### src/design/rfc_pkg.sv
// Shared types and constants for the receive frame classifier.
// No dependencies; every other design file refers to this package by scope.
package rfc_pkg;

  // Field widths fixed by the frame format
  localparam int unsigned BYTE_W   = 8;
  localparam int unsigned POS_W    = 6;
  localparam int unsigned IP_W     = 32;
  localparam int unsigned MAC_W    = 48;
  localparam int unsigned PORT_W   = 16;
  localparam int unsigned LEN_W    = 16;
  localparam int unsigned CLASS_W  = 2;
  localparam int unsigned CFG_IDX_W  = 1;
  localparam int unsigned CFG_DATA_W = 32;
  // Result beat: remote_ip, remote_mac, udp_data_length, length_short, padded to bytes
  localparam int unsigned OUT_BITS = IP_W + MAC_W + LEN_W + 1;
  localparam int unsigned OUT_DATA_W = ((OUT_BITS + 7) / 8) * 8;

  // Byte offsets in the frame
  localparam logic [POS_W-1:0] POS_MAC_FIRST   = 6'd6;
  localparam logic [POS_W-1:0] POS_MAC_LAST    = 6'd11;
  localparam logic [POS_W-1:0] POS_TYPE_HI     = 6'd12;
  localparam logic [POS_W-1:0] POS_TYPE_LO     = 6'd13;
  localparam logic [POS_W-1:0] POS_VERSION     = 6'd14;
  localparam logic [POS_W-1:0] POS_PROTOCOL    = 6'd23;
  localparam logic [POS_W-1:0] POS_SRC_IP_FIRST = 6'd26;
  localparam logic [POS_W-1:0] POS_SRC_IP_LAST  = 6'd29;
  localparam logic [POS_W-1:0] POS_DST_IP_FIRST = 6'd30;
  localparam logic [POS_W-1:0] POS_DST_IP_LAST  = 6'd33;
  localparam logic [POS_W-1:0] POS_ICMP_TYPE   = 6'd34;
  localparam logic [POS_W-1:0] POS_PORT_HI     = 6'd36;
  localparam logic [POS_W-1:0] POS_PORT_LO     = 6'd37;
  localparam logic [POS_W-1:0] POS_ULEN_HI     = 6'd38;
  localparam logic [POS_W-1:0] POS_ULEN_LO     = 6'd39;
  localparam logic [POS_W-1:0] POS_ARP_TGT_FIRST = 6'd38;
  localparam logic [POS_W-1:0] POS_ARP_TGT_LAST  = 6'd41;
  localparam logic [POS_W-1:0] POS_MAX         = 6'd63;
  // Last byte offset each test needs (frame length minus one)
  localparam logic [POS_W-1:0] POS_NEED_ARP    = 6'd41;
  localparam logic [POS_W-1:0] POS_NEED_ICMP   = 6'd34;
  localparam logic [POS_W-1:0] POS_NEED_UDP    = 6'd39;

  // Protocol codes
  localparam logic [15:0] TYPE_ARP     = 16'h0806;
  localparam logic [15:0] TYPE_IPV4    = 16'h0800;
  localparam logic [7:0]  PROTO_ICMP   = 8'd1;
  localparam logic [7:0]  PROTO_UDP    = 8'd17;
  localparam logic [7:0]  ECHO_REQUEST = 8'd8;
  localparam logic [7:0]  VERSION_IHL  = 8'h45;
  localparam logic [LEN_W-1:0] UDP_HDR = 16'd8;

  // Configuration register indexes
  localparam logic [CFG_IDX_W-1:0] REG_LOCAL_IP   = 1'b0;
  localparam logic [CFG_IDX_W-1:0] REG_LOCAL_PORT = 1'b1;

  typedef enum logic [CLASS_W-1:0] {
    CLASS_NONE = 2'd0,
    CLASS_ARP  = 2'd1,
    CLASS_ICMP = 2'd2,
    CLASS_UDP  = 2'd3
  } frame_class_t;

  // Header fields gathered while a frame streams in
  typedef struct packed {
    logic [15:0]       ether_type;
    logic [7:0]        version_byte;
    logic [7:0]        ip_protocol;
    logic [7:0]        icmp_kind;
    logic [IP_W-1:0]   ip_destination;
    logic [IP_W-1:0]   arp_target_ip;
    logic [PORT_W-1:0] udp_dest_port;
    logic [LEN_W-1:0]  udp_length_field;
    logic [IP_W-1:0]   source_ip;
    logic [MAC_W-1:0]  source_mac;
  } hdr_t;

  // Completed frame handed to the classifier
  typedef struct packed {
    hdr_t hdr;
    logic long_arp;
    logic long_icmp;
    logic long_udp;
  } frame_snap_t;

endpackage

### src/design/rfc_capture.sv
// Header capture: tracks the byte offset, shifts in header fields and
// latches a snapshot of the frame at its last byte. Depends on rfc_pkg.
module rfc_capture (
  input  logic                         clk,
  input  logic                         rst,
  input  logic                         beat_accept,
  input  logic [rfc_pkg::BYTE_W-1:0]   beat_byte,
  input  logic                         beat_last,
  input  logic                         snap_take,
  output logic                         snap_valid,
  output rfc_pkg::frame_snap_t         snap
);

  logic [rfc_pkg::POS_W-1:0] pos;
  logic [rfc_pkg::POS_W-1:0] pos_next;
  rfc_pkg::hdr_t             hdr;
  rfc_pkg::hdr_t             hdr_next;

  // Shift the current byte into whichever field owns this offset
  always_comb begin
    hdr_next = hdr;
    if (pos >= rfc_pkg::POS_MAC_FIRST && pos <= rfc_pkg::POS_MAC_LAST) begin
      hdr_next.source_mac = {hdr.source_mac[rfc_pkg::MAC_W-9:0], beat_byte};
    end
    if (pos == rfc_pkg::POS_TYPE_HI || pos == rfc_pkg::POS_TYPE_LO) begin
      hdr_next.ether_type = {hdr.ether_type[7:0], beat_byte};
    end
    if (pos == rfc_pkg::POS_VERSION) begin
      hdr_next.version_byte = beat_byte;
    end
    if (pos == rfc_pkg::POS_PROTOCOL) begin
      hdr_next.ip_protocol = beat_byte;
    end
    if (pos >= rfc_pkg::POS_SRC_IP_FIRST && pos <= rfc_pkg::POS_SRC_IP_LAST) begin
      hdr_next.source_ip = {hdr.source_ip[rfc_pkg::IP_W-9:0], beat_byte};
    end
    if (pos >= rfc_pkg::POS_DST_IP_FIRST && pos <= rfc_pkg::POS_DST_IP_LAST) begin
      hdr_next.ip_destination = {hdr.ip_destination[rfc_pkg::IP_W-9:0], beat_byte};
    end
    if (pos == rfc_pkg::POS_ICMP_TYPE) begin
      hdr_next.icmp_kind = beat_byte;
    end
    if (pos == rfc_pkg::POS_PORT_HI || pos == rfc_pkg::POS_PORT_LO) begin
      hdr_next.udp_dest_port = {hdr.udp_dest_port[7:0], beat_byte};
    end
    if (pos == rfc_pkg::POS_ULEN_HI || pos == rfc_pkg::POS_ULEN_LO) begin
      hdr_next.udp_length_field = {hdr.udp_length_field[7:0], beat_byte};
    end
    if (pos >= rfc_pkg::POS_ARP_TGT_FIRST && pos <= rfc_pkg::POS_ARP_TGT_LAST) begin
      hdr_next.arp_target_ip = {hdr.arp_target_ip[rfc_pkg::IP_W-9:0], beat_byte};
    end
  end

  // Advance the offset, holding at the top
  always_comb begin
    pos_next = pos;
    if (pos != rfc_pkg::POS_MAX) begin
      pos_next = pos + 1'b1;
    end
  end

  // Capture registers clear at frame end
  always_ff @(posedge clk) begin
    if (rst) begin
      pos <= '0;
      hdr <= '0;
    end else if (beat_accept) begin
      if (beat_last) begin
        pos <= '0;
        hdr <= '0;
      end else begin
        pos <= pos_next;
        hdr <= hdr_next;
      end
    end
  end

  // Snapshot slot: filled by a last beat, drained by the classifier
  always_ff @(posedge clk) begin
    if (rst) begin
      snap_valid <= 1'b0;
    end else if (beat_accept && beat_last) begin
      snap_valid <= 1'b1;
    end else if (snap_take) begin
      snap_valid <= 1'b0;
    end
  end

  always_ff @(posedge clk) begin
    if (beat_accept && beat_last) begin
      snap.hdr       <= hdr_next;
      snap.long_arp  <= (pos >= rfc_pkg::POS_NEED_ARP);
      snap.long_icmp <= (pos >= rfc_pkg::POS_NEED_ICMP);
      snap.long_udp  <= (pos >= rfc_pkg::POS_NEED_UDP);
    end
  end

endmodule

### src/design/rfc_classify.sv
// Frame classification and result register: decides the class of a
// completed frame and holds the result beat. Depends on rfc_pkg.
module rfc_classify (
  input  logic                          clk,
  input  logic                          rst,
  input  logic                          snap_valid,
  input  rfc_pkg::frame_snap_t          snap,
  input  logic [rfc_pkg::IP_W-1:0]      local_ip,
  input  logic [rfc_pkg::PORT_W-1:0]    local_port,
  input  logic                          res_ready,
  output logic                          snap_take,
  output logic                          res_valid,
  output rfc_pkg::frame_class_t         frame_class,
  output logic [rfc_pkg::IP_W-1:0]      remote_ip,
  output logic [rfc_pkg::MAC_W-1:0]     remote_mac,
  output logic [rfc_pkg::LEN_W-1:0]     udp_data_length,
  output logic                          length_short
);

  rfc_pkg::frame_class_t      cls;
  logic                       is_short;
  logic [rfc_pkg::LEN_W-1:0]  payload_len;
  logic                       res_free;

  // Decide the class from the full ethertype and header fields
  always_comb begin
    cls = rfc_pkg::CLASS_NONE;
    if (snap.hdr.ether_type == rfc_pkg::TYPE_ARP) begin
      if (snap.long_arp && snap.hdr.arp_target_ip == local_ip) begin
        cls = rfc_pkg::CLASS_ARP;
      end
    end else if (snap.hdr.ether_type == rfc_pkg::TYPE_IPV4) begin
      if (snap.hdr.version_byte == rfc_pkg::VERSION_IHL &&
          snap.hdr.ip_destination == local_ip) begin
        if (snap.hdr.ip_protocol == rfc_pkg::PROTO_ICMP &&
            snap.hdr.icmp_kind == rfc_pkg::ECHO_REQUEST) begin
          if (snap.long_icmp) begin
            cls = rfc_pkg::CLASS_ICMP;
          end
        end else if (snap.hdr.ip_protocol == rfc_pkg::PROTO_UDP &&
                     snap.hdr.udp_dest_port == local_port) begin
          if (snap.long_udp) begin
            cls = rfc_pkg::CLASS_UDP;
          end
        end
      end
    end
  end

  // Strip the UDP header length, floored at zero
  assign is_short = (snap.hdr.udp_length_field < rfc_pkg::UDP_HDR);
  assign payload_len = is_short ? '0 : (snap.hdr.udp_length_field - rfc_pkg::UDP_HDR);

  assign res_free  = !res_valid || res_ready;
  assign snap_take = snap_valid && res_free;

  // Result register: refill whenever the current beat is gone
  always_ff @(posedge clk) begin
    if (rst) begin
      res_valid <= 1'b0;
    end else if (res_free) begin
      res_valid <= snap_valid;
    end
  end

  always_ff @(posedge clk) begin
    if (snap_take) begin
      frame_class     <= cls;
      remote_ip       <= snap.hdr.source_ip;
      remote_mac      <= snap.hdr.source_mac;
      udp_data_length <= payload_len;
      length_short    <= is_short;
    end
  end

endmodule

### src/design/receive_frame_classifier.sv
// Top level of the receive frame classifier: configuration registers,
// header capture and classification. Depends on rfc_pkg, rfc_capture, rfc_classify.
//
//  channel | dir | handshake         | payload
//  s_      | in  | s_tvalid/s_tready | s_tdata frame_byte, s_tlast frame_last
//  m_      | out | m_tvalid/m_tready | m_tuser frame_class, m_tdata result fields
//  cfg_    | in  | cfg_valid/cfg_ready | cfg_index register, cfg_data value
//
// One frame byte is taken per cycle while s_tready is high. A frame's last byte
// is registered in the snapshot register, which holds the frame while the
// classification compare feeds the result register that drives m_tvalid.
// Reset (rst, synchronous) clears the byte offset, all captured fields and
// both configuration registers. s_tready drops only while a finished frame
// waits in the snapshot register behind a stalled result beat.
module receive_frame_classifier (
  input  logic                               clk,
  input  logic                               rst,
  input  logic                               s_tvalid,
  output logic                               s_tready,
  input  logic [rfc_pkg::BYTE_W-1:0]         s_tdata,  // [7:0] frame_byte
  input  logic                               s_tlast,  // frame_last
  output logic                               m_tvalid,
  input  logic                               m_tready,
  // [31:0] remote_ip, [79:32] remote_mac, [95:80] udp_data_length,
  // [96] length_short, [103:97] zero
  output logic [rfc_pkg::OUT_DATA_W-1:0]     m_tdata,
  output logic [rfc_pkg::CLASS_W-1:0]        m_tuser,  // [1:0] frame_class
  input  logic                               cfg_valid,
  output logic                               cfg_ready,
  input  logic [rfc_pkg::CFG_IDX_W-1:0]      cfg_index,
  input  logic [rfc_pkg::CFG_DATA_W-1:0]     cfg_data
);

  logic [rfc_pkg::IP_W-1:0]   local_ip;
  logic [rfc_pkg::PORT_W-1:0] local_port;
  logic                       beat_accept;
  logic                       snap_valid;
  logic                       snap_take;
  rfc_pkg::frame_snap_t       snap;
  rfc_pkg::frame_class_t      frame_class;
  logic [rfc_pkg::IP_W-1:0]   remote_ip;
  logic [rfc_pkg::MAC_W-1:0]  remote_mac;
  logic [rfc_pkg::LEN_W-1:0]  udp_data_length;
  logic                       length_short;

  // Configuration writes are always taken
  assign cfg_ready = 1'b1;

  always_ff @(posedge clk) begin
    if (rst) begin
      local_ip   <= '0;
      local_port <= '0;
    end else if (cfg_valid) begin
      unique case (cfg_index)
        rfc_pkg::REG_LOCAL_IP:   local_ip   <= cfg_data;
        rfc_pkg::REG_LOCAL_PORT: local_port <= cfg_data[rfc_pkg::PORT_W-1:0];
        default: ;
      endcase
    end
  end

  // Stall input only when the snapshot slot cannot drain
  assign s_tready    = !snap_valid || snap_take;
  assign beat_accept = s_tvalid && s_tready;

  rfc_capture u_capture (
    .clk         (clk),
    .rst         (rst),
    .beat_accept (beat_accept),
    .beat_byte   (s_tdata),
    .beat_last   (s_tlast),
    .snap_take   (snap_take),
    .snap_valid  (snap_valid),
    .snap        (snap)
  );

  rfc_classify u_classify (
    .clk             (clk),
    .rst             (rst),
    .snap_valid      (snap_valid),
    .snap            (snap),
    .local_ip        (local_ip),
    .local_port      (local_port),
    .res_ready       (m_tready),
    .snap_take       (snap_take),
    .res_valid       (m_tvalid),
    .frame_class     (frame_class),
    .remote_ip       (remote_ip),
    .remote_mac      (remote_mac),
    .udp_data_length (udp_data_length),
    .length_short    (length_short)
  );

  // Pack the result beat
  assign m_tuser = frame_class;
  assign m_tdata = {{(rfc_pkg::OUT_DATA_W - rfc_pkg::OUT_BITS){1'b0}},
                    length_short, udp_data_length, remote_mac, remote_ip};

`ifndef NO_ASSERTIONS
  // A taken last byte always lands in the snapshot slot
  a_last_fills_snap: assert property (@(posedge clk) disable iff (rst)
    beat_accept && s_tlast |=> snap_valid)
    else $error("last byte did not fill snapshot");

  // A waiting snapshot with a free result register becomes a result beat
  a_snap_to_result: assert property (@(posedge clk) disable iff (rst)
    snap_valid && (!m_tvalid || m_tready) |=> m_tvalid)
    else $error("snapshot did not move to result register");

  // A short UDP length field always yields a zero data length
  a_short_len_zero: assert property (@(posedge clk) disable iff (rst)
    m_tvalid && length_short |-> udp_data_length == '0)
    else $error("short length with nonzero data length");
`endif

endmodule

### config.mk
export PLATFORM = sky130hd
export DESIGN_NAME = receive_frame_classifier
export DESIGN_NICKNAME = d
export VERILOG_FILES = /design/src/design/rfc_pkg.sv /design/src/design/rfc_capture.sv /design/src/design/rfc_classify.sv /design/src/design/receive_frame_classifier.sv
export SDC_FILE = /design/constraint.sdc
export NUM_CORES = 1
export LEC_CHECK = 0
export BUFFER_PORTS_ARGS = -buffer_cell sky130_fd_sc_hd__buf_2
export CAP_MARGIN = 30
export CORE_MARGIN = 1.5
export CORE_UTILIZATION = 60
export DETAILED_ROUTE_END_ITERATION = 8
export HOLD_SLACK_MARGIN = 0.06
export PLACE_DENSITY = 0.79
export SETUP_SLACK_MARGIN = 0.2
export SLEW_MARGIN = 20
export SYNTH_ARGS = -nofsm -noshare
export SYNTH_HDL_FRONTEND = slang
export SYNTH_HIERARCHICAL = 1
export SYNTH_SLANG_ARGS = --single-unit
### constraint.sdc
create_clock -name clk -period 19.8 [get_ports clk]
set_clock_uncertainty 0.05 [all_clocks]
set_input_delay 1.98 -clock clk [delete_from_list [all_inputs] [get_ports clk]]
set_output_delay 1.98 -clock clk [all_outputs]
set_load 0.05 [all_outputs]
After elaboration in Yosys (flattened, before gate mapping) --
Cells that the tools add are included.
Storage, ports and cells: logic and storage cells 113, output and inout port bits 109, bits in registers 590
Operators by class: bitwise gates (word level) 1, order comparisons 12, multiplexer cells 23, equality and inequality tests 19, reduce and logical (&&, ||, !) cells 23, $add $sub $neg 2
Operator list (count):
- $mux 216 | 1
- $mux 32 | 3
- $eq 32x32->1 | 2
- $mux 16 | 3
- $mux 48 | 1
- $eq 16x12->1 const B | 2
- $eq 6x6->1 const B | 5
- $ge 6x6->1 const B | 4
- $mux 8 | 3
- $eq 6x4->1 const B | 3
- $eq 16x16->1 | 1
- $lt 16x4->1 const B | 1
- $sub 16x4->16 const B | 1
- $mux 2 | 7
- $ge 6x5->1 const B | 2
- $le 6x6->1 const B | 2
- $mux 6 | 2
- $logic_and 1x1->1 | 11
- $eq 8x1->1 const B | 1
- $eq 8x4->1 const B | 1
- $eq 8x5->1 const B | 1
- $eq 8x7->1 const B | 1
- $add 6x1->6 const B | 1
- $eq 6x5->1 const B | 1
- other kinds (10) | 20

Logic depth before layout (Yosys ltp) --
Gate-level depths: netlist of run 1.
depth after elaboration 7, gate-level depth with buffers 11, gate-level depth less buffers 8

By module --
The synthesis of run 1 kept the hierarchy.
Modules (own cells, without submodules):
- rfc_capture | area an instance 16932.5 sq um, sequential area each 11040.6 sq um, cells each 1173, instances 1
- rfc_classify | area an instance 4359.2 sq um, sequential area each 2992.9 sq um, cells each 283, instances 1
- receive_frame_classifier | area an instance 2137.0 sq um, sequential area each 960.9 sq um, cells each 206, instances 1

Worst setup path before layout of run 1 --
Ideal clock, no wire load.
path kind input to register, start input m_tready, end register u_capture/snap[0] (netlist name), buffers on the path 2, required time 19.181 ns, stages on the path 8, arrival time 15.150 ns, path slack 4.031 ns, setup time 0.569 ns, cell sequence inv_1 a21boi_0 nand2b_1 and2_1 clkbuf_1 nand2_1 clkbuf_1 inv_1
Between the ends: longest elaborated chain between the ends 5
RTL lines:
- from (decl) | line receive_frame_classifier.sv:23 | input logic m_tready,
- $logic_or 1x1->1 | line rfc_classify.sv:54 | assign res_free = !res_valid || res_ready;
- $logic_and 1x1->1 | line rfc_classify.sv:55 | assign snap_take = snap_valid && res_free;
- named net snap_take | line receive_frame_classifier.sv:38 | logic snap_take;
- $logic_or 1x1->1 | line receive_frame_classifier.sv:63 | assign s_tready = !snap_valid || snap_take;
- named net s_tready | line receive_frame_classifier.sv:19 | output logic s_tready,
- $logic_and 1x1->1 | line receive_frame_classifier.sv:64 | assign beat_accept = s_tvalid && s_tready;
- named net beat_accept | line receive_frame_classifier.sv:36 | logic beat_accept;
- $logic_and 1x1->1 | line rfc_capture.sv:90 | if (beat_accept && beat_last) begin
The timed path passes the listed nets, and every way through them passes these cells. A chain may end at the register's enable or synchronous reset.

Worst setup path in the final report of run 1 --
start input m_tready, end register u_capture/snap[176] (netlist name)
Between the ends: longest elaborated chain between the ends 5
RTL lines (line):
- $logic_or 1x1->1 | rfc_classify.sv:54
- $logic_and 1x1->1 | rfc_classify.sv:55
- named net snap_take | receive_frame_classifier.sv:38
- $logic_or 1x1->1 | receive_frame_classifier.sv:63
- $logic_and 1x1->1 | receive_frame_classifier.sv:64
- named net beat_accept | receive_frame_classifier.sv:36
- $logic_and 1x1->1 | rfc_capture.sv:90
The timed path passes the listed nets, and every way through them passes these cells.

==> results of run 1 <==
## worst reg2reg max path, cell delays in order (launching register included)
cell and delay [ps]:
dfxtp_1 440, a21boi_4 210, nand2b_1 140, and2_1 180
buf_4 440, nand2_1 500, inv_8 590, buf_16 410
buf_4 780
## how the worst max path moves through the flow
| stage | cells past startpoint | slack, ps | endpoint | startpoint |
|---|---|---|---|---|
| after detailed placement | 10 | 14090 | u_capture/snap[177]$_DFFE_PP_ | m_tready |
| final | 10 | 14630 | u_capture/snap[176]$_DFFE_PP_ | m_tready |
| after global routing | 10 | 14400 | u_capture/snap[138]$_DFFE_PP_ | m_tready |
| after floorplan | 8 | 4030 | u_capture/snap[0]$_DFFE_PP_ | m_tready |
| after CTS | 10 | 14700 | u_capture/snap[177]$_DFFE_PP_ | m_tready |
| after global placement | 9 | 14180 | u_capture/snap[124]$_DFFE_PP_ | m_tready |
## metal layers
metal	GRT usage, %	vias to the layer above	part of all wire, %
met5	0	-	0.024
met4	9.02	2	2.7
met3	3.65	92	5.8
met2	39.2	486	48
met1	33.8	7062	43
li1	-	6502	-
## kinds of logic after synthesis
family,Yosys count,share of synthesized area [%]
DFF,590,64.0
AOI/OAI and AO/OA,296,10.3
and+or+nand+nor,280,7.40
muxes,241,11.4
buffers and inverters,160,3.25
xor gates and xnor gates,87,3.25
adders and majority gates,6,0.320
other,2,0.0321
## power breakdown
| part | total [mW] | switching, mW | internal [mW] |
|---|---|---|---|
| clock network | 1.05 | 0.443 | 0.603 |
| registers | 1.34 | 0.0186 | 1.32 |
| logic | 0.138 | 0.104 | 0.0345 |
## synth_stat cells (all sizes together) (2+ instances only)
master	number	share of area [%]
mux2i	33	1.4
or2	2	0.053
nand4	21	0.59
nand4bb	16	0.77
ha	6	0.32
o41ai	2	0.075
clkbuf	55	0.88
a32o	8	0.34
o21ai	32	0.70
dfxtp	272	23
nor2b	11	0.33
nor4	11	0.46
conb	2	0.032
and3	5	0.15
o211ai	2	0.11
nand3	25	0.56
nor3b	2	0.13
a41oi	2	0.075
o32ai	32	1.2
xor2	9	0.34
or4b	2	0.085
nand3b	10	0.32
nand2	37	0.60
a22o	146	5.5
a21boi	3	0.096
buf	63	1.7
edfxtp	318	41
a2111oi	8	0.30
o22ai	9	0.27
or3b	2	0.075
xnor2	78	2.9
nor3	13	0.34
nor2	42	0.67
nand2b	74	2.0
a31oi	8	0.21
inv	41	0.66
a21oi	15	0.37
o2bb2ai	16	0.60
and2	2	0.053
mux2	208	10
a211oi	4	0.15
## final cells by class
cell class	instances	area share, %
clock buffer	73	5.77
tap	518	2.47
timing repair buffer	165	3.46
clock inverter	31	1.09
inverter	42	0.629
sequential	590	57.1
multi-input combinational	918	29.5
## flip-flops by register name, summed over array words and instances, names as in the netlist
name and count:
u_capture/pos 6, u_classify/frame_class 2, u_capture/snap_valid 1, local_port 16
u_classify/udp_data_length 16, u_capture/snap 219, u_classify/remote_ip 32, u_classify/length_short 1
u_capture/hdr 216, local_ip 32, u_classify/remote_mac 48, u_classify/res_valid 1
## through the flow
step	total power, mW	util [%]
finish	2.52	68.1
global route	2.60	68.1
CTS	2.54	68.1
detailed placement	1.50	63.4
global placement	1.50	63.3
floorplan	1.47	-
==> summary.txt, run 1 <==
Run status
  – Run status: complete, no violations

Setup path
  – R2R Setup Slk: between 15,000 and 20,000 ps
  – Launch point of the worst reg-to-reg path: u_capture/snap_valid$_SDFFE_PP0P_
  – Worst endpoint required time: ~20,000 ps
  – Most Frequent Cell on Critical Path: buf_4
  – Series of cell instances along the critical path: buf_2 > inv_1 > a21boi_4 > nand2b_1 > and2_1 > buf_4 > nand2_1 > inv_8 > buf_16 > buf_4
  – Element type at the critical path end: flip-flop
  – Master of the slowest instance on the critical path: buf_4
  – Delay of the slowest critical-path stage: 740 ps
  – Type of element launching the critical path: input pin
  – Largest driver fanout on the critical path: about 80
  – Cell class contributing the biggest share of worst-path delay: buffers and inverters
  – Crit Reg-Reg Endpoint: u_capture/snap[176]$_DFFE_PP_
  – Cell depth of the worst flop-to-flop path: 8
  – Critical setup path kind: in2reg
  – Buffer and inverter count on the worst path: 6
  – Data arrival, critical path: between 5000 and 6000 ps

Global route
  – Global route overflow: 0
  – Global-route wire length before repair: a little under 80 mm
  – Total GRT Usage: 24.3%
  – Number of antenna violations at the first check in global routing: 1
  – Vias in the first global route: 13,500
  – Maximum number of pins on one net before global-route repair: 114

Yosys
  – Async set-or-reset flop fraction in the synthesized netlist: 0%
  – Number of flops mapped to enable cells by yosys: ~320
  – Most used DFF post-synth: edfxtp_1
  – Post-synthesis register bit count: 590
  – Netlist area before placement: 0.0234 mm2
  – Cell count after synthesis: 1,662
  – Number of distinct library cells after synthesis: just under 80
  – Total of warnings raised by yosys: 6
  – Share of synthesized area occupied by flip-flops and latches: ~64%
  – Post-synthesis area per instance: roughly 14 um2

Die
  – Height of the chip: between 200 and 250 um
  – Core Region: between 0.03 and 0.04 mm2
  – Total die area: roughly 0.040 mm2
  – Boundary pin count: around 160
  – Die Wd: between 200 and 250 um
  – Initial Utilization: a little over 60%
  – Number of standard-cell rows in the floorplan: 72

Clock tree
  – CTS buffer count: 55
  – Clock transition at path regs: about 60 ps
  – Setup repair bufs after CTS: 0
  – Depth of the CTS H-tree: 2
  – CTS hold repair buffers: 0
  – TritonCTS clock tree: done
  – Number of buffers between clock root and the deepest sink: 3
  – Worst skew pair latency: around 600 ps
  – Clock root buffer master: clkbuf_16
  – Sink count of the clock tree: 590
  – Post-CTS resize count: 0

Timing
  – Fin. max-slew vios: 0
  – Count of final setup violators: 0
  – Endpoints failing hold: 0
  – Final period demand of the worst path: about 5200 ps
  – Worst hold-check slack: roughly 370 ps
  – Final setup margin: ~15,000 ps
  – Total negative setup slack: 0 ps
  – Worst-margin pin slew: 1010 ps
  – Relative slew margins: roughly a third
  – Setup repair after global routing missed its margin: false
  – Maximum operating frequency: 193 MHz
  – Final Cycle Share: 26.1%

Layout
  – Area of combinational cells with multiple inputs: about 0.0077 mm2
  – Total non-filler cell area in the finished layout: approximately 0.026 mm2
  – Most common library cell in the layout ignoring fill and taps: edfxtp_1
  – Fillers: ~2,600
  – Ratio of cells with drive above 1 in the final layout: between 20% and 30%
  – Relative area change from synthesis to final layout: 12.1%
  – Net count of the finished layout: roughly 1,800
  – Count of placed standard cells in the final layout, fillers left out: ~2,300
  – Total inserted antenna cells: 0
  – Most used cells in the layout excluding fill and tap cells: 318 x edfxtp_1, 272 x dfxtp_1, 200 x mux2_2
  – Storage element area: 0.0150 mm2

Min path
  – Depth of the worst hold-timing path: 0
  – Hold WC Path Type: reg2reg
  – Start point of the worst min-delay path: u_capture/snap[70]$_DFFE_PP_
  – End of the worst hold path: u_classify/remote_ip[19]$_DFFE_PP_

Placement
  – Setup Slack @ Placement: between 10,000 and 15,000 ps
  – # placed instances: 2,232
  – Hpwl dp: roughly 31 mm
  – Port bufs: approximately 150
  – Placed cell area: 0.0244 mm2
  – Routability congestion estimate from global placement: 0.856

Power and ir drop
  – Total power divided by cell area: ~96 mW/mm2
  – Worst ir drop on vdd: approximately 0.07 mV
  – Leak pwr: 9.49 nW

Route
  – DRC marker count from the first detailed-route iteration: around 1,300
  – Number of detailed-route iterations in the first pass: 6
  – Final wirelength: roughly 50 mm
  – Number of design rule violations left after detail routing: 0
  – WL per Instance: 21.3 um
  – Antenna Violating Nets Remaining: 0
  – Ratio of routed vias to standard cells: 6.05
  – Vias: approximately 14,000

Flow run
  – Max-cap violations: 0
No activity file was read; power rests on OpenSTA's default activity.
==> inputs of run 2 (changes only) <==
--- a/config.mk
+++ b/config.mk
@@ -5,13 +5,14 @@
 export SDC_FILE = /design/constraint.sdc
 export NUM_CORES = 1
 export LEC_CHECK = 0
+export ABC_AREA = 1
 export BUFFER_PORTS_ARGS = -buffer_cell sky130_fd_sc_hd__buf_2
 export CAP_MARGIN = 30
 export CORE_MARGIN = 1.5
-export CORE_UTILIZATION = 60
+export CORE_UTILIZATION = 55
 export DETAILED_ROUTE_END_ITERATION = 8
 export HOLD_SLACK_MARGIN = 0.06
-export PLACE_DENSITY = 0.79
+export PLACE_DENSITY = 0.76
 export SETUP_SLACK_MARGIN = 0.2
 export SLEW_MARGIN = 20
 export SYNTH_ARGS = -nofsm -noshare
==> constraint.sdc (replaced) <==
create_clock -name clk -period 4.2 [get_ports clk]
set_clock_uncertainty 0.05 [all_clocks]
set_input_delay 0.42 -clock clk [delete_from_list [all_inputs] [get_ports clk]]
set_output_delay 0.42 -clock clk [all_outputs]
set_load 0.05 [all_outputs]
==> run 2 against run 1 <==
Clock-buffer cell count rose by 11. Via count rose by 43%. Global-route usage rose by 0.87 points. Synthesized area grew 8.8%. Sequential share of layout area shrank 4.8 points. Sequential power rose to 4.7 times the previous value. First-iteration DRC count rose by 64%. Cell area rose by 9.3%. Largest power group unchanged. Highest routed layer unchanged.
==> summary.txt, run 2 <==
Yosys
  – Top cell type by total area after synthesis: edfxtp_1 (unchanged)
  – Share of synthesized area occupied by flip-flops and latches: 58.8% (was 64.0%)
  – Most used DFF post-synth: edfxtp_1 (unchanged)
  – Cell count after synthesis: 2,969 (was 1,662)
  – Top post-synthesis cells by count: 842 x nand2_1, 340 x inv_1, 318 x edfxtp_1 (was 318 x edfxtp_1, 272 x dfxtp_1, 200 x mux2_2)
  – Top cell type's share of synthesized area: 37.5% (was 40.8%)
  – Most common cell in the synthesized netlist: nand2_1 (was edfxtp_1)
  – Post-synthesis area per instance: 8.59 um2 (was 14.1 um2)
  – Netlist area before placement: 0.0255 mm2 (was 0.0234 mm2)
  – Async set-or-reset flop fraction in the synthesized netlist: 0% (unchanged)
  – Post-synthesis register bit count: 590 (unchanged)
  – Number of distinct library cells after synthesis: 37 (was 77)
  – Cells taking the most area after synthesis: edfxtp_1 37%, dfxtp_1 21%, nand2_1 12% (was edfxtp_1 41%, dfxtp_1 23%, mux2_2 9.6%)
  – Total of warnings raised by yosys: 6 (unchanged)
  – Number of flops mapped to enable cells by yosys: 318 (unchanged)

Route
  – Vias: 20,200 (was 14,100)
  – Top Metal Used: met5 (unchanged)
  – Number of detailed-route iterations in the first pass: 6 (unchanged)
  – Met2 wire len: 28.8 mm (was 24.0 mm)
  – Total routed wire length on the met1 layer: 25.6 mm (was 21.5 mm)
  – Ratio of routed vias to standard cells: 5.42 (was 6.05)
  – Final wirelength: 60.6 mm (was 49.7 mm)
  – WL per Instance: 16.3 um (was 21.3 um)
  – Antenna Violating Nets Remaining: 0 (unchanged)
  – Routed wire length on met3: 4.50 mm (was 2.89 mm)
  – Number of design rule violations left after detail routing: 0 (unchanged)
  – DRC marker count from the first detailed-route iteration: 2,131 (was 1,298)

Die
  – Number of standard-cell rows in the floorplan: 78 (was 72)
  – Core Region: 0.0456 mm2 (was 0.0386 mm2)
  – Initial Utilization: 55.9% (was 60.8%)
  – Total die area: 0.0477 mm2 (was 0.0402 mm2)
  – Height of the chip: 218 um (was 201 um)
  – Die Wd: 218 um (was 201 um)
  – Boundary pin count: 156 (unchanged)

Placement
  – Routability congestion estimate from global placement: 0.906 (was 0.856)
  – Placed cell area: 0.0266 mm2 (was 0.0244 mm2)
  – Hpwl dp: 38.1 mm (was 31.0 mm)
  – Port bufs: 147 (unchanged)

Timing
  – Final period demand of the worst path: approximately 2800 ps
  – Worst-margin pin slew: 1060 ps (was 1010 ps)
  – Count of final setup violators: 0 (unchanged)
  – Relative slew margins: 29.5% (was 32.7%)
  – Worst hold-check slack: 76.5 ps (was 366 ps)
  – Final Cycle Share: approximately two thirds
  – Total negative setup slack: 0 ps (unchanged)
  – Endpoints failing hold: 0 (unchanged)
  – Setup repair after global routing missed its margin: false (unchanged)
  – Fin. max-slew vios: 0 (unchanged)
  – Maximum operating frequency: 354 MHz

Global route
  – Global-route wire length before repair: 96.1 mm (was 77.2 mm)
  – Number of antenna violations at the first check in global routing: 2 (was 1)
  – Vias in the first global route: 19,200 (was 13,500)
  – Total GRT Usage: 25.2% (was 24.3%)
  – Maximum number of pins on one net before global-route repair: 217 (was 114)
  – Global route overflow: 0 (unchanged)

Clock tree
  – Sink count of the clock tree: 590 (unchanged)
  – Depth of the CTS H-tree: 2 (unchanged)
  – Worst skew pair latency: 620 ps (was 600 ps)
  – TritonCTS clock tree: done (unchanged)
  – Clock transition at path regs: 60 ps (about the same)
  – Number of buffers between clock root and the deepest sink: 3 (unchanged)
  – Post-CTS resize count: 0 (unchanged)
  – CTS buffer count: 58 (was 55)
  – Clock root buffer master: clkbuf_16 (unchanged)

Min path
  – Start point of the worst min-delay path: cfg_data[18] (was u_capture/snap[70]$_DFFE_PP_)
  – Hold WC Path Type: in2reg (was reg2reg)

Layout
  – Fillers: 3,584 (was 2,649)
  – Total non-filler cell area in the finished layout: 0.0287 mm2 (was 0.0263 mm2)
  – Most common library cell in the layout ignoring fill and taps: nand2_1 (was edfxtp_1)
  – Biggest regs: u_capture/snap (219), u_capture/hdr (216), u_classify/remote_mac (48) (unchanged)
  – Relative area change from synthesis to final layout: 12.5% (was 12.1%)
  – Most used cells in the layout excluding fill and tap cells: 841 x nand2_1, 338 x inv_1, 318 x edfxtp_1 (was 318 x edfxtp_1, 272 x dfxtp_1, 200 x mux2_2)
  – Flip-flop count of the largest register after layout: 219 (unchanged)
  – Total inserted antenna cells: 0 (unchanged)
  – Net count of the finished layout: 3,131 (was 1,825)
  – Register containing the most flip-flops in the final layout: u_capture/snap (unchanged)
  – Ratio of cells with drive above 1 in the final layout: 9.66% (was 26.4%)

Setup path
  – Element type at the critical path end: flip-flop (unchanged)
  – Launch point of the worst reg-to-reg path: u_capture/pos[1]$_SDFFE_PP0P_ (was u_capture/snap_valid$_SDFFE_PP0P_)
  – Critical path startpoint: u_capture/pos[1]$_SDFFE_PP0P_ (was m_tready)
  – Largest driver fanout on the critical path: 17 (was 81)
  – R2R Setup Slk: 1380 ps (was 15,650 ps)
  – Type of element launching the critical path: flip-flop (was input pin)
  – Data arrival, critical path: 3300 ps (was 5350 ps)
  – Critical setup path kind: reg2reg (was in2reg)
  – Worst endpoint required time: 4670 ps (was 19,970 ps)

Power and ir drop
  – Total power divided by cell area: 424 mW/mm2 (was 96.1 mW/mm2)
  – PnR Total Power: 12.2 mW (was 2.52 mW)
  – Leak pwr: 11.1 nW (was 9.49 nW)
  – Worst ir drop on vdd: 0.325 mV (was 0.0686 mV)

Flow run
  – Max-cap violations: 0 (unchanged)

Run status
  – Run status: complete, no violations (unchanged)
run 2: changes by cell type after synthesis, sizes merged, moves of 84 or more:
cell   previous run  this run
a22o            146         0
and2              2       112
o21ai            32       116
mux2            208         0
nand3            25       313
a21oi            15       256
nand2            37       846
inv              41       347
nor2             42       181
run 2: critical path, cell delays in order (launching register included):
cell and delay [ps]:
dfxtp_1 520, inv_1 130, ha_1 220, nor2_1 210, clkinv_1 370, nand3_1 570, buf_6 250, nand2_1 60
o21ai_0 110, nand2_1 80, a21oi_1 160
run 2: cell type report:
class | count | area, um2 | share of cell area [%]
clock buffers | 84 | 1660 | 5.78
well taps | 600 | 751 | 2.62
multi-input cells | 1883 | 8520 | 29.7
repair buffers | 197 | 1250 | 4.34
flip-flops and latches | 590 | 15000 | 52.3
clock inverters | 25 | 201 | 0.702
inverters | 348 | 1320 | 4.59
run 2: routing by layer:
metal  GRT usage (%)  vias up
li1                -     9773
met1            34.2     9567
met2            41.5      756
met3            4.33      114
met4            7.52        4
met5               0        -
run 2: path summary, 6_finish.rpt:
path                                        end  cells after the start
max             u_capture/hdr[215]$_SDFFE_PP0P_                     10
min                   local_ip[18]$_SDFFE_PP0P_                      5
max reg2reg     u_capture/hdr[215]$_SDFFE_PP0P_                     10
min reg2reg  u_classify/remote_ip[25]$_DFFE_PP_                      0
run 2: metrics by stage:
step	utilization, %	std cells	setup WS, ps
global route	63.0	3727	1080
global placement	58.3	3593	1410
floorplan	-	2975	-1290
detailed placement	58.3	3595	1450
finish	63.0	3727	1380
CTS	62.9	3725	1410
run 2: logic make-up (layout without fill, tap and decap cells):
kind of cell	after synthesis	count (layout)	synth area share, %
AOI/OAI and AO/OA	378	378	7.50
xor gates and xnor gates	20	20	0.687
adders and majority gates	6	6	0.294
buffers and inverters	502	654	8.02
DFF	590	590	58.8
other	2	8	0.0295
and+or+nand+nor	1471	1471	24.7
run 2: repair_timing:
action	CTS	global route
hold buffers	21	0
setup endpoints to repair	0	0
buffers inserted	0	0
endpoints found under the hold margin	21	0
run 2: where the power goes:
part	internal (mW)	switching, mW
combinational	0.171	0.607
clock	2.87	2.19
sequential	6.23	0.0952
